**config.mk**
```make
export PLATFORM = sky130hd
export DESIGN_NAME = priority_queue_scan_extract_max_unit
export DESIGN_NICKNAME = d
export VERILOG_FILES = /design/src/pqs_pkg.sv /design/src/pqs_ram.sv /design/src/pqs_scan.sv /design/src/priority_queue_scan_extract_max_unit.sv
export SDC_FILE = /design/constraint.sdc
export NUM_CORES = 1
export LEC_CHECK = 0
export BUFFER_PORTS_ARGS = -buffer_cell sky130_fd_sc_hd__buf_4
export CAP_MARGIN = 0
export CORE_MARGIN = 8
export CORE_UTILIZATION = 40
export DETAILED_ROUTE_END_ITERATION = 12
export SYNTH_ARGS = -nofsm -noshare
export SYNTH_HDL_FRONTEND = slang
export SYNTH_SLANG_ARGS = --single-unit
```
**constraint.sdc**
```tcl
create_clock -name clk_i -period 14.45 [get_ports clk_i]
set_clock_uncertainty 0.2 [all_clocks]
set_input_delay 0 -clock clk_i [delete_from_list [all_inputs] [get_ports clk_i]]
set_output_delay 0 -clock clk_i [all_outputs]
set_load 0.01 [all_outputs]
```
**src/pqs_pkg.sv**
```systemverilog
// Package for the scan-based priority queue: entry layout, field widths
// and status codes. No dependencies; used by pqs_scan and the top unit.
package pqs_pkg;

  localparam int unsigned ID_W   = 6;
  localparam int unsigned WORD_W = 32;
  localparam int unsigned STAT_W = 2;

  // Result status codes.
  localparam logic [STAT_W-1:0] ST_OK    = 2'd0;
  localparam logic [STAT_W-1:0] ST_DUP   = 2'd1;
  localparam logic [STAT_W-1:0] ST_EMPTY = 2'd2;
  localparam logic [STAT_W-1:0] ST_FULL  = 2'd3;

  // Command codes.
  localparam logic CMD_INSERT  = 1'b0;
  localparam logic CMD_EXTRACT = 1'b1;

  // One queue slot as it is kept in the entry memory.
  typedef struct packed {
    logic [ID_W-1:0]          owner;
    logic signed [WORD_W-1:0] prio;
    logic signed [WORD_W-1:0] data;
  } entry_t;

endpackage

```
**src/pqs_ram.sv**
```systemverilog
// Generic single-write, single-read synchronous RAM with a registered read.
// No dependencies.
module pqs_ram #(
  parameter int unsigned Width = 8,
  parameter int unsigned Depth = 16
) (
  input  logic                     clk_i,
  input  logic                     we_i,
  input  logic [$clog2(Depth)-1:0] waddr_i,
  input  logic [Width-1:0]         wdata_i,
  input  logic [$clog2(Depth)-1:0] raddr_i,
  output logic [Width-1:0]         rdata_o
);

  logic [Width-1:0] mem_q [Depth];
  logic [Width-1:0] rdata_q;

  always_ff @(posedge clk_i) begin
    if (we_i) begin
      mem_q[waddr_i] <= wdata_i;
    end
    rdata_q <= mem_q[raddr_i];
  end

  assign rdata_o = rdata_q;

endmodule

```
**src/pqs_scan.sv**
```systemverilog
// Scan unit: follows the entries read out of the slot memory one per cycle,
// keeps the earliest entry of highest priority and flags an owner match.
// Depends on pqs_pkg.
module pqs_scan #(
  parameter int unsigned Capacity = 16
) (
  input  logic                        clk_i,
  input  logic                        rst_ni,
  input  logic                        clear_i,
  input  logic                        smp_valid_i,
  input  logic [$clog2(Capacity)-1:0] smp_idx_i,
  input  pqs_pkg::entry_t             smp_entry_i,
  input  logic [pqs_pkg::ID_W-1:0]    query_id_i,
  output logic [$clog2(Capacity)-1:0] best_idx_o,
  output pqs_pkg::entry_t             best_o,
  output logic                        dup_o
);

  localparam int unsigned IdxW = $clog2(Capacity);

  logic            has_best_q;
  logic            dup_q;
  logic [IdxW-1:0] best_idx_q;
  pqs_pkg::entry_t best_q;
  logic            take;

  // Strictly greater only, so the earliest of equal priorities stays.
  assign take = smp_valid_i && (!has_best_q || (smp_entry_i.prio > best_q.prio));

  always_ff @(posedge clk_i or negedge rst_ni) begin
    if (!rst_ni) begin
      has_best_q <= 1'b0;
      dup_q      <= 1'b0;
    end else if (clear_i) begin
      has_best_q <= 1'b0;
      dup_q      <= 1'b0;
    end else if (smp_valid_i) begin
      has_best_q <= 1'b1;
      if (smp_entry_i.owner == query_id_i) begin
        dup_q <= 1'b1;
      end
    end
  end

  always_ff @(posedge clk_i) begin
    if (take) begin
      best_q     <= smp_entry_i;
      best_idx_q <= smp_idx_i;
    end
  end

  assign best_idx_o = best_idx_q;
  assign best_o     = best_q;
  assign dup_o      = dup_q;

endmodule

```
**src/priority_queue_scan_extract_max_unit.sv**
```systemverilog
// Priority queue kept as an unsorted list in one slot memory (registered read).
// Insert: one memory read per slot for the duplicate check, then the tail
// write if the entry is accepted. Extract: one read per slot for the maximum
// search, then one move per slot behind the removed one. One item at a time;
// a finished result may wait in the output register while the next item is
// taken. Reset empties the queue.
module priority_queue_scan_extract_max_unit #(
  parameter int unsigned CAPACITY = 16,
  parameter int unsigned ID_COUNT = 64
) (
  input  logic                                 clk_i,
  input  logic                                 rst_ni,
  input  logic                                 in_valid_i,
  output logic                                 in_ready_o,
  input  logic                                 command_i,
  input  logic [pqs_pkg::ID_W-1:0]             item_id_i,
  input  logic signed [pqs_pkg::WORD_W-1:0]    item_data_i,
  input  logic signed [pqs_pkg::WORD_W-1:0]    item_priority_i,
  output logic                                 out_valid_o,
  input  logic                                 out_ready_i,
  output logic [pqs_pkg::STAT_W-1:0]           status_o,
  output logic [pqs_pkg::ID_W-1:0]             out_id_o,
  output logic signed [pqs_pkg::WORD_W-1:0]    out_data_o,
  output logic signed [pqs_pkg::WORD_W-1:0]    out_priority_o
);

  localparam int unsigned IdxW   = $clog2(CAPACITY);
  localparam int unsigned OccW   = $clog2(CAPACITY + 1);
  localparam int unsigned IdVals = 2 ** pqs_pkg::ID_W;

  localparam logic [1:0] S_IDLE   = 2'd0;
  localparam logic [1:0] S_SCAN   = 2'd1;
  localparam logic [1:0] S_SHIFT  = 2'd2;
  localparam logic [1:0] S_FINISH = 2'd3;

  logic [1:0]                  state_q, state_d;
  logic                        cmd_q;
  pqs_pkg::entry_t             ins_q;
  logic [OccW-1:0]             ptr_q, ptr_d;
  logic [OccW-1:0]             occ_q, occ_d;
  logic                        rd_vld_q;
  logic [IdxW-1:0]             rd_idx_q;
  logic [pqs_pkg::STAT_W-1:0]  res_status_q, res_status_d;
  pqs_pkg::entry_t             res_entry_q, res_entry_d;
  logic                        out_valid_q;
  logic [pqs_pkg::STAT_W-1:0]  out_status_q;
  pqs_pkg::entry_t             out_entry_q;

  logic                        in_xfer;
  logic                        active;
  logic                        issuing;
  logic                        phase_done;
  logic                        scan_clear;
  logic                        out_load;
  logic                        mem_we;
  logic [IdxW-1:0]             mem_waddr;
  pqs_pkg::entry_t             mem_wdata;
  pqs_pkg::entry_t             mem_rdata;
  logic [IdxW-1:0]             best_idx;
  pqs_pkg::entry_t             best;
  logic                        dup;
  logic                        ins_ok;
  logic [pqs_pkg::ID_W-1:0]    id_mod_tab [IdVals];
  logic [pqs_pkg::ID_W-1:0]    id_mod;

  // Identifiers are folded into the range of ID_COUNT by a constant table.
  for (genvar g = 0; g < IdVals; g++) begin : g_id_mod
    localparam int unsigned ModVal = g % ID_COUNT;
    assign id_mod_tab[g] = pqs_pkg::ID_W'(ModVal);
  end
  assign id_mod = id_mod_tab[item_id_i];

  assign in_ready_o = (state_q == S_IDLE);
  assign in_xfer    = in_valid_i && in_ready_o;
  assign scan_clear = in_xfer;
  assign active     = (state_q == S_SCAN) || (state_q == S_SHIFT);
  assign issuing    = active && (ptr_q < occ_q);
  assign phase_done = active && !issuing && !rd_vld_q;
  assign out_load   = (state_q == S_FINISH) && (!out_valid_q || out_ready_i);
  assign ins_ok     = (cmd_q == pqs_pkg::CMD_INSERT) && !dup &&
                      (occ_q != OccW'(CAPACITY));

  pqs_ram #(
    .Width($bits(pqs_pkg::entry_t)),
    .Depth(CAPACITY)
  ) u_slot_ram (
    .clk_i  (clk_i),
    .we_i   (mem_we),
    .waddr_i(mem_waddr),
    .wdata_i(mem_wdata),
    .raddr_i(ptr_q[IdxW-1:0]),
    .rdata_o(mem_rdata)
  );

  pqs_scan #(
    .Capacity(CAPACITY)
  ) u_scan (
    .clk_i      (clk_i),
    .rst_ni     (rst_ni),
    .clear_i    (scan_clear),
    .smp_valid_i((state_q == S_SCAN) && rd_vld_q),
    .smp_idx_i  (rd_idx_q),
    .smp_entry_i(mem_rdata),
    .query_id_i (ins_q.owner),
    .best_idx_o (best_idx),
    .best_o     (best),
    .dup_o      (dup)
  );

  // Memory writes: the tail write of an insert, or one slot moved up per
  // returned read while the list behind an extracted entry is compacted.
  // Reads run ahead of writes, so no slot is read after it is overwritten.
  always_comb begin
    mem_we    = 1'b0;
    mem_waddr = occ_q[IdxW-1:0];
    mem_wdata = ins_q;
    if ((state_q == S_SCAN) && phase_done && ins_ok) begin
      mem_we = 1'b1;
    end else if ((state_q == S_SHIFT) && rd_vld_q) begin
      mem_we    = 1'b1;
      mem_waddr = rd_idx_q - IdxW'(1);
      mem_wdata = mem_rdata;
    end
  end

  always_comb begin
    state_d      = state_q;
    ptr_d        = ptr_q;
    occ_d        = occ_q;
    res_status_d = res_status_q;
    res_entry_d  = res_entry_q;
    if (issuing) begin
      ptr_d = ptr_q + OccW'(1);
    end
    case (state_q)
      S_IDLE: begin
        if (in_xfer) begin
          state_d = S_SCAN;
          ptr_d   = '0;
        end
      end
      S_SCAN: begin
        if (phase_done) begin
          res_entry_d = '0;
          state_d     = S_FINISH;
          if (cmd_q == pqs_pkg::CMD_INSERT) begin
            if (dup) begin
              res_status_d = pqs_pkg::ST_DUP;
            end else if (!ins_ok) begin
              res_status_d = pqs_pkg::ST_FULL;
            end else begin
              res_status_d = pqs_pkg::ST_OK;
              occ_d        = occ_q + OccW'(1);
            end
          end else if (occ_q == '0) begin
            res_status_d = pqs_pkg::ST_EMPTY;
          end else begin
            res_status_d = pqs_pkg::ST_OK;
            res_entry_d  = best;
            ptr_d        = OccW'(best_idx) + OccW'(1);
            state_d      = S_SHIFT;
          end
        end
      end
      S_SHIFT: begin
        if (phase_done) begin
          occ_d   = occ_q - OccW'(1);
          state_d = S_FINISH;
        end
      end
      S_FINISH: begin
        if (out_load) begin
          state_d = S_IDLE;
        end
      end
      default: begin
        state_d = S_IDLE;
      end
    endcase
  end

  always_ff @(posedge clk_i or negedge rst_ni) begin
    if (!rst_ni) begin
      state_q     <= S_IDLE;
      occ_q       <= '0;
      ptr_q       <= '0;
      rd_vld_q    <= 1'b0;
      out_valid_q <= 1'b0;
    end else begin
      state_q  <= state_d;
      occ_q    <= occ_d;
      ptr_q    <= ptr_d;
      rd_vld_q <= issuing;
      if (out_load) begin
        out_valid_q <= 1'b1;
      end else if (out_ready_i) begin
        out_valid_q <= 1'b0;
      end
    end
  end

  always_ff @(posedge clk_i) begin
    rd_idx_q     <= ptr_q[IdxW-1:0];
    res_status_q <= res_status_d;
    res_entry_q  <= res_entry_d;
    if (in_xfer) begin
      cmd_q       <= command_i;
      ins_q.owner <= id_mod;
      ins_q.prio  <= item_priority_i;
      ins_q.data  <= item_data_i;
    end
    if (out_load) begin
      out_status_q <= res_status_q;
      out_entry_q  <= res_entry_q;
    end
  end

  assign out_valid_o    = out_valid_q;
  assign status_o       = out_status_q;
  assign out_id_o       = out_entry_q.owner;
  assign out_data_o     = out_entry_q.data;
  assign out_priority_o = out_entry_q.prio;

  a_occ_bound: assert property (@(posedge clk_i) disable iff (!rst_ni)
    occ_q <= OccW'(CAPACITY))
    else $error("occupancy beyond capacity");

  a_insert_grows: assert property (@(posedge clk_i) disable iff (!rst_ni)
    ((state_q == S_SCAN) && phase_done && ins_ok) |=> (occ_q == $past(occ_q) + OccW'(1)))
    else $error("accepted insert did not grow the queue");

  a_extract_shrinks: assert property (@(posedge clk_i) disable iff (!rst_ni)
    ((state_q == S_SHIFT) && phase_done) |=> (occ_q == $past(occ_q) - OccW'(1)))
    else $error("extract did not shrink the queue");

  a_shift_in_range: assert property (@(posedge clk_i) disable iff (!rst_ni)
    ((state_q == S_SHIFT) && mem_we) |-> (OccW'(mem_waddr) + OccW'(1) < occ_q))
    else $error("compaction write beyond the occupied slots");

endmodule
```
; ---- Yosys cells after proc, flatten, opt, wreduce, memory -nomap -nowiden
; Memory sizes are Yosys's and may differ from the RTL's. A register that Yosys moved wholly into a read port is not among the register bits.
; Index checks and enable logic that the tools add are counted.
[op_classes]
addsub = 5
n_reduce_logical = 31
n_bitwise = 2
muxes = 38
eq_ne = 12
magnitude_cmp = 2
[op_table]
columns = op, count
row1 = 2-to-1 mux 70 bit, 2
row2 = 2-to-1 mux 5 bit, 10
row3 = > comparator 32 bit, 1
row4 = case mux 5 bit (2 select lines), 2
row5 = 2-to-1 mux 2 bit, 8
row6 = 2-to-1 mux 1 bit, 13
row7 = logical AND 1 bit, 12
row8 = inequality test 2 bit (second input constant), 6
row9 = adder 5 x 1 -> 5 bit (second input constant), 2
row10 = 2-to-1 mux 4 bit, 2
row11 = case mux 2 bit (4 select lines), 1
row12 = nonzero test 2 bit, 4
row13 = inverter 6 -> 7 bit, 1
row14 = == test 6 bit, 1
row15 = AND reduction 6 bit, 1
row16 = adder 4 x 1 -> 5 bit (second input constant), 1
row17 = zero test 1 bit, 5
row18 = zero test 5 bit, 1
row19 = less-than comparator 5 bit, 1
row20 = inequality test 5 bit (second input constant), 1
row21 = subtractor 5 x 1 -> 5 bit (second input constant), 1
row22 = == test 2 bit (second input constant), 2
row23 = AND reduction 2 bit, 2
row24 = AND reduction 4 bit, 1
row25 = 7 further kinds, 9
[word_totals]
wordCells = 115
mem_bits_ro = 384
ff_bits = 303
output_inout_bits = 74
ram_bits = 1120
n_memories = 2
[mem_list]
columns = name, words, word_bits, read_ports, rd_clocked_by_memory_dff, write_ports, line
row1 = u_slot_ram.mem_q, 16, 70, 1, 1, 1, pqs_ram.sv:15  ; logic [Width-1:0] mem_q [Depth];
row2 = (no name shown), 64, 6, 1, 1, 0, priority_queue_scan_extract_max_unit.sv:71  ; assign id_mod = id_mod_tab[item_id_i];

; ---- Longest topological paths before layout
; Gate-level depths: netlist of run 1.
[depth]
depth_word = 11
ltp_mapped = 10
mapped_depth_nobuf = 10

; ---- Cells and area by module
; A second synthesis of run 1 with hierarchy kept.
[hier_totals]
cells_unflattened = 2517
area_unflattened_um2 = 55625.8
[by_module_without_submodules]
columns = mod, seq_area_each_um2, cells_each, area_each_um2, instances
row1 = pqs_ram, 35033.6, 1800, 43324.1, 1
row2 = priority_queue_scan_extract_max_unit, 6886.6, 513, 9127.5, 1
row3 = pqs_scan, 2272.2, 204, 3174.3, 1

; ---- Least setup slack after synthesis of run 1
; Ideal clock, no wire load.
[synth_timing]
path_type = reg-to-reg
from = reg u_scan.best_q, in the netlist u_scan.best_o[55]
to = reg u_scan.best_idx_q[0] (netlist: u_scan.best_idx_o[0]) (enable)
setup_ns = 0.901
stages_incl_launch_ff = 9
t_arrival_ns = 12.999
slack_ns = 0.350
n_path_buf = 0
cell_sequence = edfxtp_1 -> inv_1 -> ha_1 -> a21oi_1 -> o21ai_0 -> a221oi_1 -> o211ai_1 -> and3b_1 -> a2111oi_0
[synth_between]
elab_chain_cells = 3
[synth_rtl]
columns = element, line
row1 = "start, declared", pqs_scan.sv:24  ; pqs_pkg::entry_t best_q;
row2 = "start signal, assigned", pqs_scan.sv:47  ; best_q <= smp_entry_i;
row3 = > comparator 32 bit, pqs_scan.sv:28  ; assign take = smp_valid_i && (!has_best_q || (smp_entry_i.prio > best_q.prio));
row4 = logical OR 1 bit, pqs_scan.sv:28
row5 = logical AND 1 bit, pqs_scan.sv:28
row6 = named net u_scan.take, pqs_scan.sv:25  ; logic take;
row7 = "end signal, assigned", pqs_scan.sv:48  ; best_idx_q <= smp_idx_i;
row8 = "end, declared", pqs_scan.sv:23  ; logic [IdxW-1:0] best_idx_q;
; The timed path passes the listed nets, and every way through them passes these cells.
; A chain may end at the register's enable or synchronous reset.

; ---- Worst setup path after layout of run 1
[layout_timing]
from = reg ptr_q[1]
to = mem u_slot_ram.mem_q[0][44] (netlist bit) (enable)
[layout_between]
elab_chain_cells = 10
[layout_rtl]
columns = element, line
row1 = "start, declared", priority_queue_scan_extract_max_unit.sv:39  ; logic [OccW-1:0] ptr_q, ptr_d;
row2 = "start signal, assigned", priority_queue_scan_extract_max_unit.sv:192  ; ptr_q <= ptr_d;
row3 = less-than comparator 5 bit *, priority_queue_scan_extract_max_unit.sv:77  ; assign issuing = active && (ptr_q < occ_q);
row4 = logical AND 1 bit *, priority_queue_scan_extract_max_unit.sv:77
row5 = zero test 1 bit *, priority_queue_scan_extract_max_unit.sv:78  ; assign phase_done = active && !issuing && !rd_vld_q;
row6 = logical AND 1 bit * (2 in series), priority_queue_scan_extract_max_unit.sv:78
row7 = logical AND 1 bit * (2 in series), priority_queue_scan_extract_max_unit.sv:117  ; if ((state_q == S_SCAN) && phase_done && ins_ok) begin
row8 = 2-to-1 mux 1 bit, priority_queue_scan_extract_max_unit.sv:117
row9 = 2-to-1 mux 1 bit, pqs_ram.sv:19  ; if (we_i) begin
row10 = 2-to-1 mux 1 bit (implied by the code), pqs_ram.sv:20  ; mem_q[waddr_i] <= wdata_i;
row11 = "end, declared", pqs_ram.sv:15
; Mark *: on every way between the ends. The rest lies on a longest branch, timed or not.

==> metrics.md, run 1 <==
| Metric | Value |
|---|---|
| Post_cts resized | `0` |
| Critical Path End Type | `flip-flop` |
| Dpl hpwl | `73.9 mm` |
| Post-synth ARST share | `1.07%` |
| Clock buffer depth | `3` |
| First-pass GRT wire length | `179 mm` |
| MaxCap Viol Count | `0` |
| Placer Congestion | `0.774` |
| Synthesized instance count | `2370` |
| Fillcell total | `11200` |
| Share of layout cells above drive strength 1 | `29.5%` |
| RSZ-0062 raised after global routing | `false` |
| Setup tns final | `0 ns` |
| Initial antenna violation count | `12` |
| Die Width | `389 um` |
| Final Slew Violations | `0` |
| Fmax | `190 MHz` |
| Rows | `137` |
| Critical hold path startpoint | `res_entry_q[18]$_SDFFCE_PP0N_` |
| Net Sw Frac | `28.3%` |
| GRT Total Usage | `15.9%` |
| Wire per inst | `25.8 um` |
| Post-synth top flop | `edfxtp_1` |
| Outcome | `finished clean` |
| Total length of routed wires | `121 mm` |
| R2R depth | `9` |
| Cts bufs inserted | `153` |
| Syn Nets | `2492` |
| Power Density | `194 nW/um^2` |
| Post-Syn Area | `55600 um^2` |
| Dpl cell area | `58900 um^2` |
| Worst min path class | `flip-flop to flip-flop` |
| Compound-Gate Fraction of Synth Area | `0.803%` |
| Placeable core area | `139000 um^2` |
| Slew @ Worst Pin | `1.26 ns` |
| Final setup fails | `0` |
| Final Hold Viols | `0` |
| Largest net degree at the start of global routing | `74` |
| Met2 WL | `52.9 mm` |
| Clk sinks | `1499` |
| Avg Inst Size Synth | `23.5 um^2` |
| Vias | `25400` |
| CTS clk-pin slew, worst paths | `0.06 ns` |
| Multiplexer share of the synthesized area | `15.6%` |
| CP most frequent cell | `buf_4` |
| Leakage dissipation | `20.9 nW` |
| Crit path kind | `flip-flop to flip-flop` |
| Layout Nets | `2884` |
| Peak supply drop | `114 uV` |
| Buffers added on ports | `148` |
| Io pins | `149` |
| DIE AREA | `151000 um^2` |
| CTS tree | `yes` |
| Startpoint Class | `flip-flop` |
| Skew-Pair Late Insertion Delay | `0.76 ns` |
| Synth Area in Adders | `1.07%` |
| Post-Synth XOR/XNOR Area | `0.283%` |
| CP Data Arrival Time | `5.44 ns` |
| Effective utilization at floorplan | `40.1%` |
| Largest family of logic cells by synthesized area | `multiplexers` |
| Die span in y | `389 um` |
| Slowest cell delay on critical path | `1.07 ns` |
| CTS H-tree depth | `4` |
| Count of different cell masters after synthesis | `54` |
| Yosys synthesis warning count | `0` |
| Critical path buffers and inverters | `2` |
| Critical Path RT | `14.63 ns` |
| Syn-to-layout area delta | `17.5%` |
| Period utilization | `36.4%` |
| Crit path max fanout | `64` |
| Hold depth | `0` |
| Clock share of power | `30.5%` |
| Vias in the first global route | `26100` |
| Met1 Wirelength | `55.4 mm` |
| Final min period | `5.26 ns` |
| Highest Signal Layer | `met4` |
| Root buffer cell | `clkbuf_16` |
| # DRC | `0` |
| Worst reg2reg path endpoint | `u_slot_ram.mem_q[0][44]$_DFFE_PP_` |
| DR iter-0 viols | `2658` |
| Cells along the critical path | `ha_1, nand2_1, o21ai_1, a21oi_1, nor2b_4, a32oi_2, buf_4, nor2_4, buf_4` |
| CP delay by family, top | `simple AND/OR/NAND/NOR gates` |
| Synthesis-stage register bit count | `1499` |
| Power share of the sequential group | `46.8%` |
| Wire length on met3 | `10.9 mm` |
| Register area share after synthesis | `79.4%` |
| Slew HR | `15.9%` |
| Worst R2R Start | `ptr_q[1]$_DFF_PN0_` |
| Fin area | `65400 um^2` |
| Vias per inst | `5.39` |
| Worst Hold Endpoint | `out_data_o[18]$_DFFE_PP_` |
| Drt first pass iters | `7` |
| Post-DRT Antenna Nets | `0` |
| Gate power share | `22.7%` |
| Int Pwr | `9.11 mW` |
| Post-synth EDFFs | `1409` |
| Remaining Overflow, GRT | `0` |
| Flop-to-flop setup slack | `9.19 ns` |
| Simple-gate portion of the synthesized area | `1.56%` |
| Switching power | `3.60 mW` |
| CP max stage cell | `dfrtp_4` |
[placed cells by master (no fill, tap or decap), drive strengths merged, types with 3 or more instances in the layout]
| master | n |
|---|---|
| mux2 | 69 |
| nand4 | 7 |
| inv | 56 |
| xor2 | 6 |
| a21o | 3 |
| a21oi | 22 |
| o21a | 4 |
| mux4 | 350 |
| ha | 46 |
| nor3 | 6 |
| o22ai | 3 |
| clkinvlp | 7 |
| dfrtp | 16 |
| dlygate4sd3 | 147 |
| bufinv | 11 |
| nor2 | 59 |
| clkbuf | 217 |
| nand3 | 11 |
| dfxtp | 74 |
| nand2 | 31 |
| nand2b | 3 |
| clkinv | 41 |
| o21ai | 17 |
| xnor2 | 12 |
| and2 | 42 |
| nor2b | 5 |
| edfxtp | 1409 |
| buf | 185 |
[cell type report]
class	count	area (um^2)	area share (%)
sequential	1499	44200	67.6
multi-input combinational	729	10900	16.7
clock buffer	217	4300	6.57
timing repair buffer	332	2860	4.37
tap	1807	2260	3.46
clock inverter	68	671	1.03
inverter	47	176	0.270
antenna	1	2.50	0.00383
[timing repair]
item                                    4_1_cts  5_1_grt
endpoints found under the setup margin        0        0
buffers inserted                              0        0
hold buffers                                147        0
endpoints found under the hold margin       153        0
[power by group through the flow]
stage / Sequential (mW) / Combinational, mW / Clock [mW]
after global placement: 6.03 / 2.82 / 0
after CTS: 5.95 / 2.93 / 3.98
after floorplan: 5.84 / 2.04 / 0
final: 5.94 / 2.89 / 3.87
after detailed placement: 6.04 / 2.89 / 0
after global routing: 5.99 / 3.12 / 4.13
[cell usage after synthesis (all sizes together), types with 3 or more instances]
| library cell | number | area, um^2 |
|---|---|---|
| edfxtp | 1409 | 42300 |
| mux4 | 350 | 7880 |
| dfxtp | 74 | 1480 |
| mux2 | 69 | 777 |
| nor2 | 59 | 221 |
| clkbuf | 52 | 195 |
| inv | 47 | 176 |
| ha | 46 | 576 |
| buf | 43 | 322 |
| and2 | 42 | 263 |
| nand2 | 31 | 116 |
| a21oi | 22 | 110 |
| o21ai | 17 | 85.1 |
| dfrtp | 16 | 400 |
| xnor2 | 12 | 105 |
| nand3 | 11 | 55.1 |
| nand4 | 7 | 43.8 |
| nor3 | 6 | 30.0 |
| xor2 | 6 | 52.6 |
| nor2b | 5 | 31.3 |
| o21a | 4 | 30.0 |
| a21o | 3 | 22.5 |
| nand2b | 3 | 18.8 |
| o22ai | 3 | 18.8 |
[routing by layer]
layer,vias up,track usage [%]
met1,13600,24.0
met2,960,22.7
met4,0,3.68
met5,-,0
met3,141,4.58
li1,10700,-
[logic make-up after synthesis]
family,Yosys count
adders and majority gates,47
and+or+nand+nor,176
buffers and inverters,142
DFF,1499
AOI/OAI and AO/OA,67
xor gates and xnor gates,18
muxes,421
[sequential cells by signal, indices dropped and copies added (netlist names), 4 cells and up]
signal,count
u_scan.best_idx_o,4
ins_q,70
ptr_q,5
occ_q,5
out_priority_o,32
res_entry_q,70
u_scan.best_o,70
out_data_o,32
out_id_o,6
rd_idx_q,4
u_slot_ram.rdata_o,70
u_slot_ram.mem_q,1120
[through the flow]
stage	worst slack (ns)	instances	utilization (%)	hold slack [ns]	power (mW)
5_1_grt	8.87	4699	47.1	0.218	13.2
3_3_place_gp	9.31	4267	42.5	-0.312	8.85
3_5_place_dp	9.11	4267	42.5	-0.306	8.93
2_1_floorplan	0.350	2370	-	-0.496	7.88
4_1_cts	9.10	4699	47.1	0.144	12.9
6_report	9.19	4700	47.1	0.218	12.7
[how the worst max path moves through the flow]
| stage | startpoint | end | depth (start not counted) |
|---|---|---|---|
| 2_1_floorplan | u_scan.best_o[55]$_DFFE_PP_ | u_scan.best_idx_o[0]$_DFFE_PP_ | 8 |
| 3_3_place_gp | ptr_q[1]$_DFF_PN0_ | u_slot_ram.mem_q[0][41]$_DFFE_PP_ | 9 |
| 3_5_place_dp | ptr_q[1]$_DFF_PN0_ | u_slot_ram.mem_q[0][50]$_DFFE_PP_ | 9 |
| 4_1_cts | ptr_q[1]$_DFF_PN0_ | u_slot_ram.mem_q[0][34]$_DFFE_PP_ | 9 |
| 5_1_grt | ptr_q[1]$_DFF_PN0_ | u_slot_ram.mem_q[0][45]$_DFFE_PP_ | 9 |
| 6_report | ptr_q[1]$_DFF_PN0_ | u_slot_ram.mem_q[0][44]$_DFFE_PP_ | 9 |
Note: power is estimated with default switching activity, not from simulation.
==> run 2, diff against run 1 <==
Clock period 14.45 ns to 4.9 ns, I/O delays scaled along.
==> metrics.md, run 2 (synthesis results as in run 1) <==
| Metric | Value |
|---|---|
| Period utilization | `79.2% (+43 points)` |
| Effective utilization at floorplan | `40.1% (unchanged)` |
| Leakage dissipation | `20.9 nW (+0.28%)` |
| Syn-to-layout area delta | `17.8%` |
| GRT Total Usage | `15.9% (+0.046 points)` |
| Setup Slack @ Placement | `1.09 ns (-8.02 ns)` |
| Int Pwr | `26.7 mW (+190%)` |
| Setup tns final | `0 ns (unchanged)` |
| Die Width | `389 um (unchanged)` |
| Vias in the first global route | `26800 (+2.5%)` |
| # DRC | `0 (unchanged)` |
| Io pins | `149 (unchanged)` |
| Cells along the critical path | `inv_1, ha_1, nand2_1, o21ai_0, nand2_1, o211ai_1, o31ai_1, a2111oi_4, buf_4` |
| Post-DRT Antenna Nets | `0 (unchanged)` |
| DIE AREA | `151000 um^2 (unchanged)` |
| Placeable core area | `139000 um^2 (unchanged)` |
| Initial antenna violation count | `1 (-11)` |
| Final min period | `3.88 ns (-1.38 ns)` |
| Antenna Cells | `0 (-1)` |
| Clock share of power | `30.5% (about the same)` |
| Net Sw Frac | `27.4% (-0.95 points)` |
| DR iter-0 viols | `2196 (-17%)` |
| Post_cts resized | `0 (unchanged)` |
| Clk sinks | `1499 (unchanged)` |
| Drt first pass iters | `5 (-2)` |
| Dpl cell area | `59200 um^2 (+0.51%)` |
| Buffers added on ports | `148 (unchanged)` |
| Commonest non-fill, non-tap cell in the layout | `edfxtp_1` |
| Critical Path End Type | `flip-flop` |
| CTS clk-pin slew, worst paths | `0.06 ns (about the same)` |
| Final Slew Violations | `0 (unchanged)` |
| Commonest non-fill, non-tap cells in the layout | `1409 x edfxtp_1, 350 x mux4_2, 184 x buf_4` |
| Peak supply drop | `359 uV (+220%)` |
| Outcome | `finished clean` |
| Gate power share | `23.0% (+0.3 points)` |
| CTS tree | `yes` |
| Slowest cell delay on critical path | `0.70 ns (-0.37 ns)` |
| Placed insts | `4281 (+0.33%)` |
| Fmax | `258 MHz (+36%)` |
| Total length of routed wires | `121 mm (-0.15%)` |
| Rows | `137 (unchanged)` |
| Largest net degree at the start of global routing | `163 (+120%)` |
| Clock buffer depth | `3 (unchanged)` |
| Critical path buffers and inverters | `2 (unchanged)` |
| Critical Path RT | `5.08 ns (-9.55 ns)` |
| RSZ-0062 raised after global routing | `false` |
| Slew HR | `23.9% (+8.1 points)` |
| Skew-Pair Late Insertion Delay | `0.76 ns (about the same)` |
| Final Hold Viols | `0 (unchanged)` |
| Fin util | `47.2% (+0.12 points)` |
| Cts bufs inserted | `149 (-2.6%)` |
| CP Data Arrival Time | `4.06 ns (-1.38 ns)` |
| Largest register FFs | `1120 (unchanged)` |
| Dpl hpwl | `64.3 mm (-13%)` |
| Startpoint Class | `flip-flop` |
| CP most frequent cell | `nand2_1` |
| Crit path max fanout | `38 (-41%)` |
| Die span in y | `389 um (unchanged)` |
| First-pass GRT wire length | `179 mm (+0.19%)` |
| MaxCap Viol Count | `0 (unchanged)` |
| Vias per inst | `5.37 (-0.52%)` |
| Final setup fails | `0 (unchanged)` |
| Fin area | `65600 um^2 (+0.26%)` |
| Fillcell total | `11200 (-0.16%)` |
| CTS H-tree depth | `4 (unchanged)` |
| Layout Nets | `2894 (+0.35%)` |
| Switching power | `10.1 mW (+180%)` |
| Crit path kind | `flip-flop to flip-flop` |
| Worst min path class | `flip-flop to flip-flop` |
| Power Density | `562 nW/um^2 (+190%)` |
| Root buffer cell | `clkbuf_16` |
| Share of layout cells above drive strength 1 | `29.8% (+0.26 points)` |
| Slew @ Worst Pin | `1.14 ns (-0.121 ns)` |
| CP delay by family, top | `compound AO/OA/AOI/OAI gates` |
| Placer Congestion | `0.754 (-2.5%)` |
| Most flop-heavy register | `u_slot_ram.mem_q` |
| CP max stage cell | `o21ai_0` |
| Finished Layout Cells | `4704 (+0.085%)` |
| Power share of the sequential group | `46.5% (-0.3 points)` |
| Setup slack after layout | `1.02 ns (-8.17 ns)` |
| Wire per inst | `25.7 um (-0.24%)` |
| Vias | `25200 (-0.43%)` |
| Remaining Overflow, GRT | `0 (unchanged)` |
==> run 2: cell types whose count changed in the layout (fill, tap and decap cells not counted), sizes merged <==
cell and change:
clkbuf -2, bufinv +1, clkinv -6, buf +14, diode -1, clkinvlp -2
==> run 2: power by group through the flow <==
stage | clock network, mW | logic, mW | registers (mW)
floorplan | 0 | 6.05 | 17.1
global placement | 0 | 8.26 | 17.4
detailed placement | 0 | 8.53 | 17.4
CTS | 11.5 | 8.65 | 17.2
global route | 12.0 | 9.21 | 17.3
finish | 11.2 | 8.47 | 17.1
==> run 2: area by class of cell <==
cell class              instances  area [um^2]  area share [%]
clock inverters                61          681            1.04
flip-flops and latches       1499        44200            67.4
inverters                      47          176           0.269
repair buffers                346         3150            4.81
clock buffers                 215         4160            6.35
well taps                    1807         2260            3.45
multi-input cells             729        10900            16.6
==> run 2: timing repair <==
action	CTS	global route
hold buffers	147	0
endpoints found under the hold margin	204	0
setup buffers	0	0
==> run 2: metal layers <==
layer / routed length (um) / part of all wire [%] / track usage (%) / vias up
li1: - / - / - / 10700
met1: 51700 / 43 / 21.9 / 13600
met2: 59000 / 49 / 25.9 / 818
met3: 8020 / 6.6 / 3.34 / 163
met4: 2350 / 1.9 / 4.37 / 0
met5: 0 / 0 / 0 / -
==> run 2: metrics by stage <==
step,power (mW),hold slack (ns)
floorplan,23.2,-0.496
global placement,25.6,-0.312
CTS,37.3,0.164
detailed placement,25.9,-0.305
finish,36.8,0.216
global route,38.5,0.222
==> run 2: worst paths after layout <==
kind / from / endpoint / slack, ns / cells past startpoint
min in group asynchronous: rst_ni / ptr_q[4]$_DFF_PN0_ / 0.24 / 3
hold reg to reg: res_entry_q[7]$_SDFFCE_PP0N_ / out_data_o[7]$_DFFE_PP_ / 0.22 / 0
hold / removal: res_entry_q[7]$_SDFFCE_PP0N_ / out_data_o[7]$_DFFE_PP_ / 0.22 / 0
max in group asynchronous: rst_ni / ptr_q[1]$_DFF_PN0_ / 3.61 / 3
setup reg to reg: u_scan.best_o[51]$_DFFE_PP_ / u_scan.best_o[10]$_DFFE_PP_ / 1.02 / 9
setup / recovery: u_scan.best_o[51]$_DFFE_PP_ / u_scan.best_o[10]$_DFFE_PP_ / 1.02 / 9
==> run 2: worst reg2reg max path: stages, from the launching register on <==
cell	delay, ns
edfxtp_1	0.32
inv_1	0.05
ha_1	0.30
nand2_1	0.05
o21ai_0	0.70
nand2_1	0.13
o211ai_1	0.31
o31ai_1	0.31
a2111oi_4	0.49
buf_4	0.54
==> run 3, diff against run 2 <==
Settings changed: ABC_AREA set to 1.
Clock period 4.9 ns to 3.6 ns, I/O delays scaled along.
==> metrics.md, run 3 <==
| Metric | Value |
|---|---|
| Outcome | `finished clean` |
| CP delay by family, top | `simple AND/OR/NAND/NOR gates` |
| Setup tns final | `0 ns (unchanged)` |
| Register area share after synthesis | `78.2% (-1.3 points)` |
| Main area contributors after synthesis | `edfxtp_1 75%, nand2_1 5.0%, o21ai_0 2.7%` |
| Leakage dissipation | `23.2 nW (+11%)` |
| Period utilization | `90.9% (+12 points)` |
| Final Slew Violations | `0 (unchanged)` |
| Largest register FFs | `1120 (unchanged)` |
| First-pass GRT wire length | `222 mm (+24%)` |
| Post-synth top area cell | `edfxtp_1` |
| Vias per inst | `5.38 (+0.21%)` |
| Post_cts resized | `0 (unchanged)` |
| Skew-Pair Late Insertion Delay | `0.78 ns (+0.02 ns)` |
| Post-DRT Antenna Nets | `0 (unchanged)` |
| Placeable core area | `141000 um^2 (+1.5%)` |
| Clock buffer depth | `3 (unchanged)` |
| Die Width | `392 um (+0.77%)` |
| Fin util | `47.6% (+0.37 points)` |
| Effective utilization at floorplan | `40.1% (+0.054 points)` |
| Rows | `138 (+0.73%)` |
| Most common cell in the netlist | `edfxtp_1` |
| Slew HR | `30.9% (+7.0 points)` |
| Critical Path End Type | `flip-flop` |
| Yosys top cell area share | `74.8% (-1.2 points)` |
| Fillcell total | `12200 (+8.6%)` |
| MaxCap Viol Count | `0 (unchanged)` |
| Layout Nets | `4514 (+56%)` |
| Synthesized instance count | `4061 (+71%)` |
| Share of layout cells above drive strength 1 | `11.9% (-18 points)` |
| Vias in the first global route | `34000 (+27%)` |
| Drt first pass iters | `5 (unchanged)` |
| Io pins | `149 (unchanged)` |
| Crit path kind | `flip-flop to flip-flop` |
| Flip-flop and latch area | `44200 um^2 (unchanged)` |
| Cts bufs inserted | `152 (+2.0%)` |
| Fmax | `306 MHz (+19%)` |
| Post-synth EDFFs | `1409 (unchanged)` |
| Wire per inst | `23.3 um (-9.3%)` |
| Worst min path class | `primary input to flip-flop` |
| Total length of routed wires | `150 mm (+24%)` |
| Area of the multi-input gates | `10900 um^2 (+0.27%)` |
| DIE AREA | `154000 um^2 (+1.5%)` |
| Most common library cells after synthesis | `1409 x edfxtp_1, 747 x nand2_1, 387 x nor2_1, 306 x o21ai_0, 182 x a21oi_1` |
| Slowest cell delay on critical path | `0.51 ns (-0.19 ns)` |
| Critical path buffers and inverters | `2 (unchanged)` |
| Setup slack after layout | `0.327 ns (-0.692 ns)` |
| Initial antenna violation count | `1 (unchanged)` |
| Critical Path RT | `3.81 ns (-1.27 ns)` |
| DR iter-0 viols | `3250 (+48%)` |
| Placer Congestion | `0.793 (+5.2%)` |
| Postcts setup bufs | `0 (unchanged)` |
| CP max stage cell | `buf_4` |
| Die span in y | `392 um (+0.77%)` |
| Commonest non-fill, non-tap cell in the layout | `edfxtp_1` |
| RSZ-0062 raised after global routing | `false` |
| Power Density | `781 nW/um^2 (+39%)` |
| CTS clk-pin slew, worst paths | `0.06 ns (about the same)` |
| Crit path max fanout | `27 (-29%)` |
| Buffers added on ports | `148 (unchanged)` |
| Final setup fails | `0 (unchanged)` |
| Syn-to-layout area delta | `18.6%` |
| Root buffer cell | `clkbuf_16` |
| Slew @ Worst Pin | `1.04 ns (-0.104 ns)` |
| Post-synth top flop | `edfxtp_1` |
| Synthesis-stage register bit count | `1499 (unchanged)` |
| Dpl hpwl | `78.9 mm (+23%)` |
| Syn Nets | `4183 (+68%)` |
| Yosys synthesis warning count | `0 (unchanged)` |
| # DRC | `0 (unchanged)` |
| CTS H-tree depth | `4 (unchanged)` |
| Peak supply drop | `794 uV (+120%)` |
| CP Data Arrival Time | `3.48 ns (-0.58 ns)` |
| Cells along the critical path | `inv_1, ha_1, nand2_1, nor2_1, o21ai_1, nand2_1, nand2_2, nor2_4, nand2_1, nand2_1, nand3_1, nor2_4, buf_4` |
| Flop-to-flop setup slack | `0.33 ns (-0.69 ns)` |
| Largest net degree at the start of global routing | `174 (+6.7%)` |
| CP most frequent cell | `nand2_1` |
| Setup Slack @ Placement | `0.386 ns (-0.699 ns)` |
| Count of different cell masters after synthesis | `39 (-28%)` |
| Commonest non-fill, non-tap cells in the layout | `1409 x edfxtp_1, 745 x nand2_1, 371 x nor2_1` |
| CTS tree | `yes` |
| Remaining Overflow, GRT | `0 (unchanged)` |
| Hold WS | `0.136 ns (-0.0797 ns)` |
| Post-synth ARST share | `1.07% (unchanged)` |
| Avg Inst Size Synth | `13.9 um^2 (-41%)` |
| GRT Total Usage | `19.2% (+3.3 points)` |
| Startpoint Class | `flip-flop` |
| Vias | `34500 (+37%)` |
| Clk sinks | `1499 (unchanged)` |
| Final min period | `3.27 ns (-0.608 ns)` |
| Final Hold Viols | `0 (unchanged)` |
| Post-Syn Area | `56500 um^2 (+1.6%)` |
| Most flop-heavy register | `u_slot_ram.mem_q` |
[run 3: changes by cell type after synthesis, sizes merged, moves of 67 or more]
cell    before  now
nand2       31  749
o22ai        3   87
buf         43  110
inv         47  121
a221oi       1   80
clkbuf      52  125
mux2        69    0
nand3       11  135
nor2        59  390
mux4       350    0
a21oi       22  183
o21ai       17  386
[run 3: cells by family (layout without fill, tap and decap cells)]
logic type	after synthesis	in the layout	share of synthesized area (%)
compound gates	801	801	8.25
xor+xnor	13	13	0.201
fa+ha+maj	47	47	1.05
buf+inv	358	819	2.77
flops	1499	1499	78.2
other cells	0	1	0
simple gates	1343	1343	9.56
[run 3: what timing repair did]
item	in CTS	in global routing
endpoints found under the setup margin	0	0
endpoints found under the hold margin	240	0
hold buffers	148	0
[run 3: worst min-delay path: cells and delay by family]
family | cells | cell delay, ns
compound gates | 1 | 0.09
simple gates | 2 | 0.21
buf+inv | 3 | 0.76
[run 3: final timing paths]
kind                                                    start                          endpoint  cells after the start
worst max-delay path                     occ_q[1]$_DFFE_PN0P_  u_slot_ram.mem_q[8][5]$_DFFE_PP_                     13
worst min-delay path                               in_valid_i            state_q[1]$_DFFE_PN0P_                      6
worst max register to register           occ_q[1]$_DFFE_PN0P_  u_slot_ram.mem_q[8][5]$_DFFE_PP_                     13
worst min register to register  res_entry_q[55]$_SDFFCE_PP0N_      out_priority_o[23]$_DFFE_PP_                      0
max in group asynchronous                              rst_ni                ptr_q[2]$_DFF_PN0_                      3
min in group asynchronous                              rst_ni           out_valid_o$_DFFE_PN0P_                      3
[run 3: per-layer routing]
layer / vias up / wire (um) / track usage (%)
met5: - / 8 / 0
met4: 2 / 4230 / 6.44
met3: 255 / 10500 / 3.51
met2: 1291 / 70300 / 30.6
met1: 17300 / 64600 / 26.7
li1: 15600 / - / -
[run 3: final cells by class]
class	count	share of cell area, %
flip-flops and latches	1499	65.9
diodes	1	0.00373
multi-input cells	2204	16.3
repair buffers	412	6.08
clock buffers	213	6.41
well taps	1890	3.53
clock inverters	71	1.00
inverters	123	0.711
[run 3: through the flow]
step	total power, mW	instances	instance area, um^2
2_1_floorplan	31.7	4061	56700
3_3_place_gp	36.9	5980	60600
3_5_place_dp	37.1	5980	60600
4_1_cts	52.8	6412	67000
5_1_grt	54.9	6412	67000
6_report	52.3	6413	67000
[run 3: power by group]
group | internal (mW) | switching [mW] | total [mW]
Combinational | 3.71 | 9.69 | 13.4
Sequential | 22.5 | 0.873 | 23.4
Clock | 8.91 | 6.65 | 15.6
Total | 35.1 | 17.2 | 52.3
